==> src/rtl/tpfc_pkg.sv <==
// ----------------------------------------------------------------------------
// tpfc_pkg
// Format codes and stage payload types of the pixel format converter.
// ----------------------------------------------------------------------------
package tpfc_pkg;

  localparam int FmtW = 4;

  localparam logic [FmtW-1:0] FMT_L    = 4'd0;
  localparam logic [FmtW-1:0] FMT_A    = 4'd1;
  localparam logic [FmtW-1:0] FMT_R    = 4'd2;
  localparam logic [FmtW-1:0] FMT_LA   = 4'd3;
  localparam logic [FmtW-1:0] FMT_RGB  = 4'd4;
  localparam logic [FmtW-1:0] FMT_BGR  = 4'd5;
  localparam logic [FmtW-1:0] FMT_RGBA = 4'd6;
  localparam logic [FmtW-1:0] FMT_BGRA = 4'd7;
  localparam logic [FmtW-1:0] FMT_YUY2 = 4'd8;

  localparam logic CFG_SRC = 1'b0;
  localparam logic CFG_DST = 1'b1;

  typedef struct packed {
    logic              is_yuv;
    logic              bgr;
    logic signed [8:0] c;
    logic signed [8:0] d;
    logic signed [8:0] e;
    logic [31:0]       pix;
    logic              unsup;
    logic              last;
  } op_t;

  typedef struct packed {
    logic               is_yuv;
    logic               bgr;
    logic signed [17:0] p298c;
    logic signed [16:0] p409e;
    logic signed [14:0] p100d;
    logic signed [15:0] p208e;
    logic signed [17:0] p516d;
    logic [31:0]        pix;
    logic               unsup;
    logic               last;
  } prod_t;

endpackage

==> src/rtl/tpfc_issue.sv <==
// ----------------------------------------------------------------------------
// tpfc_issue
// Input register and decode stage: builds the byte placement result and
// splits a YUY2 word into two pixel operations.
// ----------------------------------------------------------------------------
module tpfc_issue import tpfc_pkg::*; (
  input  logic            clk,
  input  logic            rst,
  input  logic [FmtW-1:0] src_fmt,
  input  logic [FmtW-1:0] dst_fmt,
  input  logic            in_valid,
  output logic            in_stall,
  input  logic [31:0]     source_pixel,
  output logic            op_valid,
  input  logic            op_stall,
  output op_t             op
);

  typedef struct packed {
    logic [31:0] pix;
    logic        unsup;
    logic        is_yuv;
  } conv_t;

  function automatic logic [31:0] size_mask(input logic [FmtW-1:0] f);
    logic [31:0] m;
    unique case (f)
      FMT_L, FMT_A, FMT_R: m = 32'h0000_00FF;
      FMT_LA:              m = 32'h0000_FFFF;
      FMT_RGB, FMT_BGR:    m = 32'h00FF_FFFF;
      default:             m = 32'hFFFF_FFFF;
    endcase
    return m;
  endfunction

  function automatic conv_t convert(input logic [FmtW-1:0] s, input logic [FmtW-1:0] d,
                                    input logic [31:0] w);
    conv_t       o;
    logic [7:0]  b0, b1, b2, b3;
    logic        s_lr, s_4, s_3, d_4, d_3;
    b0   = w[7:0];
    b1   = w[15:8];
    b2   = w[23:16];
    b3   = w[31:24];
    s_lr = (s == FMT_L) || (s == FMT_R);
    s_4  = (s == FMT_RGBA) || (s == FMT_BGRA);
    s_3  = (s == FMT_RGB) || (s == FMT_BGR);
    d_4  = (d == FMT_RGBA) || (d == FMT_BGRA);
    d_3  = (d == FMT_RGB) || (d == FMT_BGR);
    o.pix    = '0;
    o.unsup  = 1'b0;
    o.is_yuv = 1'b0;
    priority if (s == FMT_L && d == FMT_LA)          o.pix = {16'h0, b0, 8'hFF};
    else if (s == FMT_LA && d == FMT_L)              o.pix = {24'h0, b1};
    else if (s == FMT_A && d == FMT_LA)              o.pix = {16'h0, 8'hFF, b0};
    else if (s == FMT_LA && d == FMT_A)              o.pix = {24'h0, b0};
    else if (s_lr && d_4)                            o.pix = {8'hFF, b0, b0, b0};
    else if (s_4 && d == FMT_L)                      o.pix = {24'h0, b0};
    else if (s_lr && d_3)                            o.pix = {8'h00, b0, b0, b0};
    else if (s_3 && (d == FMT_L || d == FMT_R))      o.pix = {24'h0, b0};
    else if (s == FMT_A && d_4)                      o.pix = {b0, 24'hFF_FFFF};
    else if (s_4 && d == FMT_A)                      o.pix = {24'h0, b3};
    else if (s == FMT_LA && d_4)                     o.pix = {b1, b0, b0, b0};
    else if (s_4 && d == FMT_LA)                     o.pix = {16'h0, b3, b0};
    else if ((s == FMT_RGB && d == FMT_RGBA) || (s == FMT_BGR && d == FMT_BGRA))
      o.pix = {8'hFF, b2, b1, b0};
    else if ((s == FMT_RGBA && d == FMT_RGB) || (s == FMT_BGRA && d == FMT_BGR))
      o.pix = {8'h00, b2, b1, b0};
    else if ((s == FMT_RGB && d == FMT_BGRA) || (s == FMT_BGR && d == FMT_RGBA))
      o.pix = {8'hFF, b0, b1, b2};
    else if ((s == FMT_BGRA && d == FMT_RGB) || (s == FMT_RGBA && d == FMT_BGR))
      o.pix = {8'h00, b0, b1, b2};
    else if ((s == FMT_RGB && d == FMT_BGR) || (s == FMT_BGR && d == FMT_RGB))
      o.pix = {8'h00, b0, b1, b2};
    else if ((s == FMT_RGBA && d == FMT_BGRA) || (s == FMT_BGRA && d == FMT_RGBA))
      o.pix = {b3, b0, b1, b2};
    else if (s == FMT_YUY2 && d_4)                   o.is_yuv = 1'b1;
    else if (s == d)                                 o.pix = w & size_mask(s);
    else                                             o.unsup = 1'b1;
    return o;
  endfunction

  logic        v0;
  logic [31:0] word0;
  logic        half;
  logic        v1;
  op_t         op1;

  conv_t       cv;
  logic        move1;
  logic        fire;
  logic        done;
  logic [7:0]  ysel;
  op_t         op_next;

  always_comb begin
    cv    = convert(src_fmt, dst_fmt, word0);
    move1 = !(v1 && op_stall);
    fire  = v0 && move1;
    done  = fire && (!cv.is_yuv || half);
    in_stall = v0 && !done;
    ysel  = half ? word0[23:16] : word0[7:0];
    op_next.is_yuv = cv.is_yuv;
    op_next.bgr    = (dst_fmt == FMT_BGRA);
    op_next.c      = $signed({1'b0, ysel} - 9'd16);
    op_next.d      = $signed({1'b0, word0[15:8]} - 9'd128);
    op_next.e      = $signed({1'b0, word0[31:24]} - 9'd128);
    op_next.pix    = cv.pix;
    op_next.unsup  = cv.unsup;
    op_next.last   = !cv.is_yuv || half;
  end

  always_ff @(posedge clk) begin
    if (rst) begin
      v0   <= 1'b0;
      half <= 1'b0;
    end else if (!in_stall) begin
      v0   <= in_valid;
      half <= 1'b0;
    end else if (fire) begin
      half <= 1'b1;
    end
  end

  always_ff @(posedge clk) begin
    if (!in_stall) begin
      word0 <= source_pixel;
    end
  end

  always_ff @(posedge clk) begin
    if (rst) begin
      v1 <= 1'b0;
    end else if (move1) begin
      v1 <= v0;
    end
  end

  always_ff @(posedge clk) begin
    if (move1) begin
      op1 <= op_next;
    end
  end

  assign op_valid = v1;
  assign op       = op1;

endmodule

==> src/rtl/tpfc_yuv_mul.sv <==
// ----------------------------------------------------------------------------
// tpfc_yuv_mul
// Product stage: forms the BT.601 coefficient products of one pixel.
// ----------------------------------------------------------------------------
module tpfc_yuv_mul import tpfc_pkg::*; (
  input  logic  clk,
  input  logic  rst,
  input  logic  op_valid,
  output logic  op_stall,
  input  op_t   op,
  output logic  prod_valid,
  input  logic  prod_stall,
  output prod_t prod
);

  logic  v2;
  prod_t prod2;
  prod_t prod_next;
  logic  move2;

  always_comb begin
    move2 = !(v2 && prod_stall);
    prod_next.is_yuv = op.is_yuv;
    prod_next.bgr    = op.bgr;
    prod_next.p298c  = 18'(op.c) * 18'sd298;
    prod_next.p409e  = 17'(op.e) * 17'sd409;
    prod_next.p100d  = 15'(op.d) * 15'sd100;
    prod_next.p208e  = 16'(op.e) * 16'sd208;
    prod_next.p516d  = 18'(op.d) * 18'sd516;
    prod_next.pix    = op.pix;
    prod_next.unsup  = op.unsup;
    prod_next.last   = op.last;
  end

  always_ff @(posedge clk) begin
    if (rst) begin
      v2 <= 1'b0;
    end else if (move2) begin
      v2 <= op_valid;
    end
  end

  always_ff @(posedge clk) begin
    if (move2) begin
      prod2 <= prod_next;
    end
  end

  assign op_stall   = !move2;
  assign prod_valid = v2;
  assign prod       = prod2;

endmodule

==> src/rtl/tpfc_yuv_sum.sv <==
// ----------------------------------------------------------------------------
// tpfc_yuv_sum
// Sum, clamp and pack stage with the output register.
// ----------------------------------------------------------------------------
module tpfc_yuv_sum import tpfc_pkg::*; (
  input  logic        clk,
  input  logic        rst,
  input  logic        prod_valid,
  output logic        prod_stall,
  input  prod_t       prod,
  output logic        out_valid,
  input  logic        out_stall,
  output logic [31:0] dest_pixel,
  output logic        unsupported,
  output logic        last_of_item
);

  function automatic logic [7:0] clamp(input logic signed [19:0] v);
    logic [7:0] o;
    priority if (v[19])  o = 8'h00;
    else if (|v[18:16])  o = 8'hFF;
    else                 o = v[15:8];
    return o;
  endfunction

  logic               v3;
  logic [31:0]        pix3;
  logic               unsup3;
  logic               last3;
  logic               move3;
  logic signed [19:0] sum_r;
  logic signed [19:0] sum_g;
  logic signed [19:0] sum_b;
  logic [7:0]         ch_r;
  logic [7:0]         ch_g;
  logic [7:0]         ch_b;
  logic [31:0]        pix_next;

  always_comb begin
    move3 = !(v3 && out_stall);
    sum_r = 20'(prod.p298c) + 20'(prod.p409e) + 20'sd128;
    sum_g = 20'(prod.p298c) - 20'(prod.p100d) - 20'(prod.p208e) + 20'sd128;
    sum_b = 20'(prod.p298c) + 20'(prod.p516d) + 20'sd128;
    ch_r  = clamp(sum_r);
    ch_g  = clamp(sum_g);
    ch_b  = clamp(sum_b);
    if (!prod.is_yuv) begin
      pix_next = prod.pix;
    end else if (prod.bgr) begin
      pix_next = {8'h00, ch_r, ch_g, ch_b};
    end else begin
      pix_next = {8'h00, ch_b, ch_g, ch_r};
    end
  end

  always_ff @(posedge clk) begin
    if (rst) begin
      v3 <= 1'b0;
    end else if (move3) begin
      v3 <= prod_valid;
    end
  end

  always_ff @(posedge clk) begin
    if (move3) begin
      pix3   <= pix_next;
      unsup3 <= prod.unsup;
      last3  <= prod.last;
    end
  end

  assign prod_stall   = !move3;
  assign out_valid    = v3;
  assign dest_pixel   = pix3;
  assign unsupported  = unsup3;
  assign last_of_item = last3;

endmodule

==> src/rtl/texture_pixel_format_converter_unit.sv <==
// ----------------------------------------------------------------------------
// texture_pixel_format_converter_unit
// Each result passes the input, decode, product and output registers in turn.
// Throughput: one item per cycle while the output is not stalled; a YUY2 item
// holds the input until both of its pixels are issued.
// Reset clears all valid bits and sets both format registers to L8.
// ----------------------------------------------------------------------------
module texture_pixel_format_converter_unit import tpfc_pkg::*; (
  input  logic            clk,
  input  logic            rst,
  input  logic            cfg_write,
  input  logic            cfg_index,
  input  logic [FmtW-1:0] cfg_data,
  input  logic            in_valid,
  output logic            in_stall,
  input  logic [31:0]     source_pixel,
  output logic            out_valid,
  input  logic            out_stall,
  output logic [31:0]     dest_pixel,
  output logic            unsupported,
  output logic            last_of_item
);

  logic [FmtW-1:0] source_format;
  logic [FmtW-1:0] dest_format;

  logic  op_valid;
  logic  op_stall;
  op_t   op;
  logic  prod_valid;
  logic  prod_stall;
  prod_t prod;

  always_ff @(posedge clk) begin
    if (rst) begin
      source_format <= FMT_L;
      dest_format   <= FMT_L;
    end else if (cfg_write) begin
      unique case (cfg_index)
        CFG_SRC: source_format <= cfg_data;
        CFG_DST: dest_format   <= cfg_data;
        default: ;
      endcase
    end
  end

  tpfc_issue u_issue (
    .clk          (clk),
    .rst          (rst),
    .src_fmt      (source_format),
    .dst_fmt      (dest_format),
    .in_valid     (in_valid),
    .in_stall     (in_stall),
    .source_pixel (source_pixel),
    .op_valid     (op_valid),
    .op_stall     (op_stall),
    .op           (op)
  );

  tpfc_yuv_mul u_mul (
    .clk        (clk),
    .rst        (rst),
    .op_valid   (op_valid),
    .op_stall   (op_stall),
    .op         (op),
    .prod_valid (prod_valid),
    .prod_stall (prod_stall),
    .prod       (prod)
  );

  tpfc_yuv_sum u_sum (
    .clk          (clk),
    .rst          (rst),
    .prod_valid   (prod_valid),
    .prod_stall   (prod_stall),
    .prod         (prod),
    .out_valid    (out_valid),
    .out_stall    (out_stall),
    .dest_pixel   (dest_pixel),
    .unsupported  (unsupported),
    .last_of_item (last_of_item)
  );

  a_unsup_result: assert property (@(posedge clk) disable iff (rst)
    out_valid && unsupported |-> dest_pixel == 32'h0 && last_of_item)
    else $error("unsupported result carries data or is not last");

  a_first_half_yuv: assert property (@(posedge clk) disable iff (rst)
    out_valid && !last_of_item |-> !unsupported && dest_pixel[31:24] == 8'h00)
    else $error("first result of an item is not a YUY2 pixel");

  a_first_half_follow: assert property (@(posedge clk) disable iff (rst)
    op_valid && !op_stall && !op.last |=> op_valid && op.last)
    else $error("second YUY2 pixel does not follow the first");

  a_reset_clear: assert property (@(posedge clk)
    rst |=> !out_valid && !in_stall)
    else $error("pipeline not empty after reset");

endmodule
==> config.mk <==
export PLATFORM = sky130hd
export DESIGN_NAME = texture_pixel_format_converter_unit
export DESIGN_NICKNAME = d
export VERILOG_FILES = /design/src/rtl/tpfc_pkg.sv /design/src/rtl/tpfc_issue.sv /design/src/rtl/tpfc_yuv_mul.sv /design/src/rtl/tpfc_yuv_sum.sv /design/src/rtl/texture_pixel_format_converter_unit.sv
export SDC_FILE = /design/constraint.sdc
export NUM_CORES = 1
export LEC_CHECK = 0
export BUFFER_PORTS_ARGS = -buffer_cell sky130_fd_sc_hd__buf_4
export CORE_UTILIZATION = 55
export CTS_BUF_LIST = sky130_fd_sc_hd__clkbuf_4 sky130_fd_sc_hd__clkbuf_8
export CTS_CLUSTER_SIZE = 28
export DETAILED_ROUTE_END_ITERATION = 12
export GPL_TIMING_DRIVEN = 0
export PLACE_DENSITY = 0.83
export SYNTH_ARGS = -nofsm -noshare
export SYNTH_HDL_FRONTEND = slang
export SYNTH_SLANG_ARGS = --single-unit
==> constraint.sdc <==
create_clock -name clk -period 5.93 [get_ports clk]
set_clock_uncertainty 0.1 [all_clocks]
set_input_delay 0.2965 -clock clk [delete_from_list [all_inputs] [get_ports clk]]
set_output_delay 0.2965 -clock clk [all_outputs]
set_load 0.01 [all_outputs]
======== Yosys cells after proc, flatten, opt, wreduce, memory -nomap -nowiden ========
Cells that the tools add are included.
word-level totals
  register bits ........................... 253
  bits of input ports ..................... 42
  logic and storage cells ................. 194
cells by class
  $add $sub $neg .......................... 10
  $mul .................................... 5
  equal/unequal tests ..................... 16
  multiplexer cells ....................... 70
  bitwise gates (word level) .............. 3
  reductions and logical operators ........ 59
operator list
  cell                     count
  $mux W32                 36
  $pmux W32 S3             1
  $mux W16                 4
  $add A20 B9 Y20 const B  3
  $mux W8                  7
  $mux W33                 1
  $and A32 B32 Y32         1
  $eq A4 B3 Y1 const B     8
  $logic_and A1 B1 Y1      31
  $mux W24                 1
  $mux W1                  20
  $sub A19 B16 Y20         1
  $add A18 B17 Y19         1
  $add A18 B18 Y19         1
  $reduce_or A19 Y1        1
  $sub A18 B15 Y19         1
  $sub A8 B8 Y9 const B    2
  $mul A9 B10 Y17 const B  1
  $mul A9 B9 Y17 const B   1
  $eq A4 B2 Y1 const B     4
  $mul A9 B9 Y16 const B   1
  $logic_or A1 B1 Y1       13
  $mul A9 B6 Y13 const B   1
  $mul A9 B5 Y12 const B   1
  11 further kinds         21

======== Depth between registers and ports, before layout ========
  depth after elaboration ................. 44
  gate-level depth with buffers ........... 21
  gate-level depth less buffers ........... 21

======== Modules after synthesis ========
Synthesis repeated with hierarchy kept, for this count alone.
unflattened totals
  cells, all modules ...................... 1493
  area, all modules ....................... 17211.5 um^2
modules (own cells, without submodules)
  module                               times used  cells each  area an instance (um^2)  seq. area each (um^2)
  tpfc_yuv_mul                         1           629         7777.5                   3203.1
  tpfc_yuv_sum                         1           525         4802.1                   1041.0
  tpfc_issue                           1           306         4259.1                   2852.7
  texture_pixel_format_converter_unit  1           33          372.9                    160.2

======== Worst setup path after synthesis ========
OpenSTA, ideal clock, no wires.
  path kind ............................... register -> register
  from .................................... register u_issue.op1 (netlist bit u_issue.op[37])
  to ...................................... register u_mul.prod2 (netlist bit u_mul.prod[99]) (data pin)
  library setup time ...................... 0.259 ns
  arrival time ............................ 4.203 ns
  setup slack ............................. 1.368 ns
  cell stages (with the launch flop) ...... 19
  path buffers ............................ 0
  period minus slack after synthesis ...... 4.562 ns
  path through ............................ edfxtp_1 -> ha_1 -> ha_1 -> inv_1 -> fa_1 -> fa_1 -> inv_1 -> ha_1 -> fa_1 -> a21o_1 -> a21oi_1 -> o21bai_1 -> a21oi_1 -> nor2b_1 -> o21a_1 -> o21ai_0 -> nand2b_1 -> a21oi_1 -> xnor2_1
RTL lines
  element                 line                source
  start, declared         tpfc_issue.sv:87    op_t op1;
  start signal, assigned  tpfc_issue.sv:141   op1 <= op_next;
  end signal, assigned    tpfc_yuv_mul.sv:45  prod2 <= prod_next;
  end, declared           tpfc_yuv_mul.sv:17  prod_t prod2;

==> key figures <==
Status
  • Outcome: finished clean

Synth
  • Ys async rst share: 0%
  • Yosys synthesis warning count: 0
  • Syn_area_per_cell: 11.34 um^2
  • Share of the synthesized area in the top cell type: 42.73%
  • Largest family of logic cells by synthesized area: adder cells
  • Mapped Area: 16370 um^2
  • Post-Synth XOR/XNOR Area: 4.707%
  • Synth Area in Simple Gates: 9.094%
  • Synth area leader: edfxtp_1
  • Synth Instances: 1444
  • Ys flop type: edfxtp_1
  • Synth cell types: 72
  • Sequential share of the synthesized area: 44.32%
  • Multiplexer share of the synthesized area: 1.139%
  • Post-synth EDFFs: 233
  • Synth Area in Compound Gates: 12.56%
  • Top post-synthesis cells by area: edfxtp_1 43%, ha_1 17%, fa_1 6.4%
  • Flop and latch count out of synthesis: 246
  • Adder-Cell Fraction of Synth Area: 23.09%
  • Post-Synthesis Net Count: 1757

Critical path
  • Crit Path Category: register to register
  • Crit path required time: 6100 ps
  • Worst r2r dst: u_mul.prod[99]
  • Critical path origin: u_issue.op[37]
  • Critical path data arrival time: 5130 ps
  • RR Startpoint: u_issue.op[37]
  • R2R setup slack: 970 ps
  • Worst setup EP type: register
  • Crit path max fanout: 6
  • Cell depth of the worst flop-to-flop path: 18
  • CP Launch Type: register

STA
  • Final worst setup slack: 965.9 ps
  • Fin crit share: 83.71%
  • Pins Over Slew Limit: 0
  • Min Tclk post-route: 4964 ps
  • Final setup viols: 0
  • Slew headroom: 13.16%
  • Final hold slack: 310.2 ps
  • RSZ-0062 raised after global routing: false
  • Final-report hold violation count: 0
  • Maximum clock frequency: 201.4 MHz
  • Worst-Margin Slew: 1291 ps
  • Setup TNS Final: 0 ps

Drt
  • DRC Markers: 0
  • Drt first pass iters: 6
  • Post-DR wirelength/cell: 18.91 um
  • Antenna viol nets, final: 0
  • WL final: 38200 um
  • Via count: 11.71k
  • Via-to-Cell Ratio: 5.799
  • DR iter-0 viols: 1035

Clocking
  • Hold buffer count at CTS: 43
  • Clock Root Buffer: clkbuf_8
  • H-tree level count: 2
  • Reg clk slew, reported paths: 60 ps
  • Clock sinks: 246
  • Skew-Pair Late Insertion Delay: 540 ps
  • Clk buf depth: 3
  • Post-CTS setup buffer count: 0
  • Resized Gates After CTS: 0
  • CTS Buf Count: 39
  • CTS tree: yes

Power
  • Max rail drop VDD: 0.2941 mV
  • Power Density: 477.8 nW/um^2
  • P_leak: 8.593 nW

Die
  • Row count: 62
  • Vert. Die Dim: 174.5 um
  • Die Width: 174.5 um
  • # IOs: 78
  • CORE AREA: 29010 um^2
  • Die ar.: 30460 um^2
  • Starting density of the core: 56.43%

GRT
  • Largest net degree at the start of global routing: 76
  • Initial antenna violation count: 0
  • All-Layer GR Usage: 25.39%
  • Vias in the first global route: 11.76k
  • Grt ovf: 0
  • First-pass GRT wire length: 60000 um

Finish
  • Non-Filler Instances: 2020
  • Layout cells sized above 1: 10.82%
  • Syn-to-layout area delta: 14.42%
  • Final Cell Area: 18730 um^2
  • Layout Nets: 1922
  • Antenna cell count: 0

Min path
  • Worst Hold Depth: 0
  • HP Class: register to register
  • Hold Startpoint: u_issue.op[17]
  • Hold EP: u_mul.prod[17]

Placed design
  • Post-DP HPWL: 28910 um
  • Placed Cells: 1909
  • Routability Congestion: 0.8985
  • Place WS: 970.3 ps
  • Port bufs: 77
  • Post-place instance area: 17520 um^2

Job
  • Max-Cap Viols: 0
-- worst max-delay path by stage --
stage          slack [ps]             end  cells after the start
4_1_cts               960  u_mul.prod[99]                     18
3_3_place_gp          890        in_stall                      7
3_5_place_dp          970  u_mul.prod[99]                     18
2_1_floorplan        1370  u_mul.prod[99]                     18
5_1_grt               730  u_mul.prod[99]                     18
6_report              970  u_mul.prod[99]                     18
-- per-layer routing --
metal	vias up	part of all wire, %	global-route usage [%]
met5	-	0	0
met2	498	48	42.78
met3	97	7.2	3.696
met4	0	3.4	9.565
li1	5549	-	-
met1	5570	42	33.22
-- worst max-delay path, cell delays in order (launching register included) --
cell      delay [ps]
edfxtp_1         530
ha_1             410
ha_1             300
inv_1             50
fa_1             470
fa_1             520
inv_1             40
ha_1             330
fa_1             480
a21o_1           180
a21oi_1          210
o21bai_1          90
a21oi_1          220
nor2b_1           80
o21a_1           190
o21ai_0          150
nand2b_1          70
a21oi_1          170
xnor2_1          120
-- registers in the layout, summed over array words and instances (netlist names) --
| register | cells |
|---|---|
| u_issue.v0 | 1 |
| u_issue.word0 | 32 |
| u_sum.last_of_item | 1 |
| u_issue.op | 61 |
| u_sum.unsupported | 1 |
| source_format | 4 |
| u_issue.op_valid | 1 |
| u_mul.prod_valid | 1 |
| u_issue.half | 1 |
| u_sum.out_valid | 1 |
| u_mul.prod | 106 |
| u_sum.dest_pixel | 32 |
| dest_format | 4 |
-- synth_stat cells, types with 6 or more instances --
| cell | number |
|---|---|
| nor3_1 | 18 |
| nand3_1 | 29 |
| nand2b_1 | 19 |
| nor4_1 | 9 |
| o2bb2ai_1 | 8 |
| clkbuf_1 | 23 |
| mux2i_1 | 13 |
| a211o_1 | 6 |
| a21o_1 | 25 |
| fa_1 | 52 |
| o21ai_0 | 68 |
| o21a_1 | 7 |
| o2111ai_1 | 17 |
| xnor2_1 | 61 |
| a211oi_1 | 9 |
| o21bai_1 | 12 |
| a221o_1 | 11 |
| xor2_1 | 27 |
| a21oi_1 | 85 |
| ha_1 | 219 |
| nor2b_1 | 24 |
| inv_1 | 184 |
| or3_1 | 9 |
| and3_1 | 6 |
| a221oi_1 | 15 |
| edfxtp_1 | 233 |
| nand4_1 | 7 |
| nand2_1 | 96 |
| dfxtp_1 | 13 |
| nor2_1 | 58 |
-- cells in the final DEF (no fill, tap or decap), drive strengths merged, types with 6 or more instances in the layout --
cell type / synthesis / layout
edfxtp: 233 / 233
ha: 219 / 219
inv: 184 / 186
nand2: 96 / 96
buf: 8 / 89
a21oi: 88 / 88
clkbuf: 23 / 77
o21ai: 69 / 69
xnor2: 61 / 61
nor2: 58 / 58
fa: 52 / 52
dlygate4sd3: 0 / 43
nand3: 29 / 29
xor2: 27 / 27
a21o: 25 / 25
nor2b: 24 / 24
nand2b: 19 / 19
nor3: 19 / 19
o2111ai: 17 / 17
a221oi: 15 / 15
mux2i: 13 / 13
dfxtp: 13 / 13
o21bai: 12 / 12
a221o: 11 / 11
clkinv: 0 / 10
or3: 9 / 9
nor4: 9 / 9
a211oi: 9 / 9
o2bb2ai: 8 / 8
o21a: 7 / 7
nand4: 7 / 7
a211o: 6 / 6
and3: 6 / 6
or2: 6 / 6
a21boi: 6 / 6
-- per-stage QoR --
step                util (%)  power [mW]
global route           64.57       9.615
detailed placement     60.38       7.390
CTS                    64.56       8.899
floorplan                  -       6.107
global placement       60.08       7.200
finish                 64.57       8.951
-- cell type report --
| class | instances | area (um^2) |
|---|---|---|
| Buffer | 31 | 142.6 |
| Fill cell | 2142 | 10280 |
| Clock buffer | 54 | 655.6 |
| Tap cell | 384 | 480.5 |
| Multi-Input combinational cell | 983 | 8297 |
| Inverter | 184 | 693.2 |
| Clock inverter | 14 | 127.6 |
| Sequential cell | 246 | 7257 |
| Timing Repair Buffer | 124 | 1081 |
-- cells by family (layout without fill, tap and decap cells) --
kind of cell | count (synthesis) | after routing
AO/OA/AOI/OAI | 305 | 305
AND/OR/NAND/NOR | 301 | 301
adder cells (fa/ha/maj) | 271 | 271
flip-flops | 246 | 246
buffers and inverters | 215 | 407
XOR/XNOR | 88 | 88
multiplexers | 18 | 18
-- where the power goes --
part	internal [mW]	total [mW]	switching [mW]
clock	0.808	1.46	0.653
combinational	2.10	5.04	2.95
sequential	2.23	2.45	0.220
total	5.13	8.95	3.82
Power figures use the tool's default switching activity.
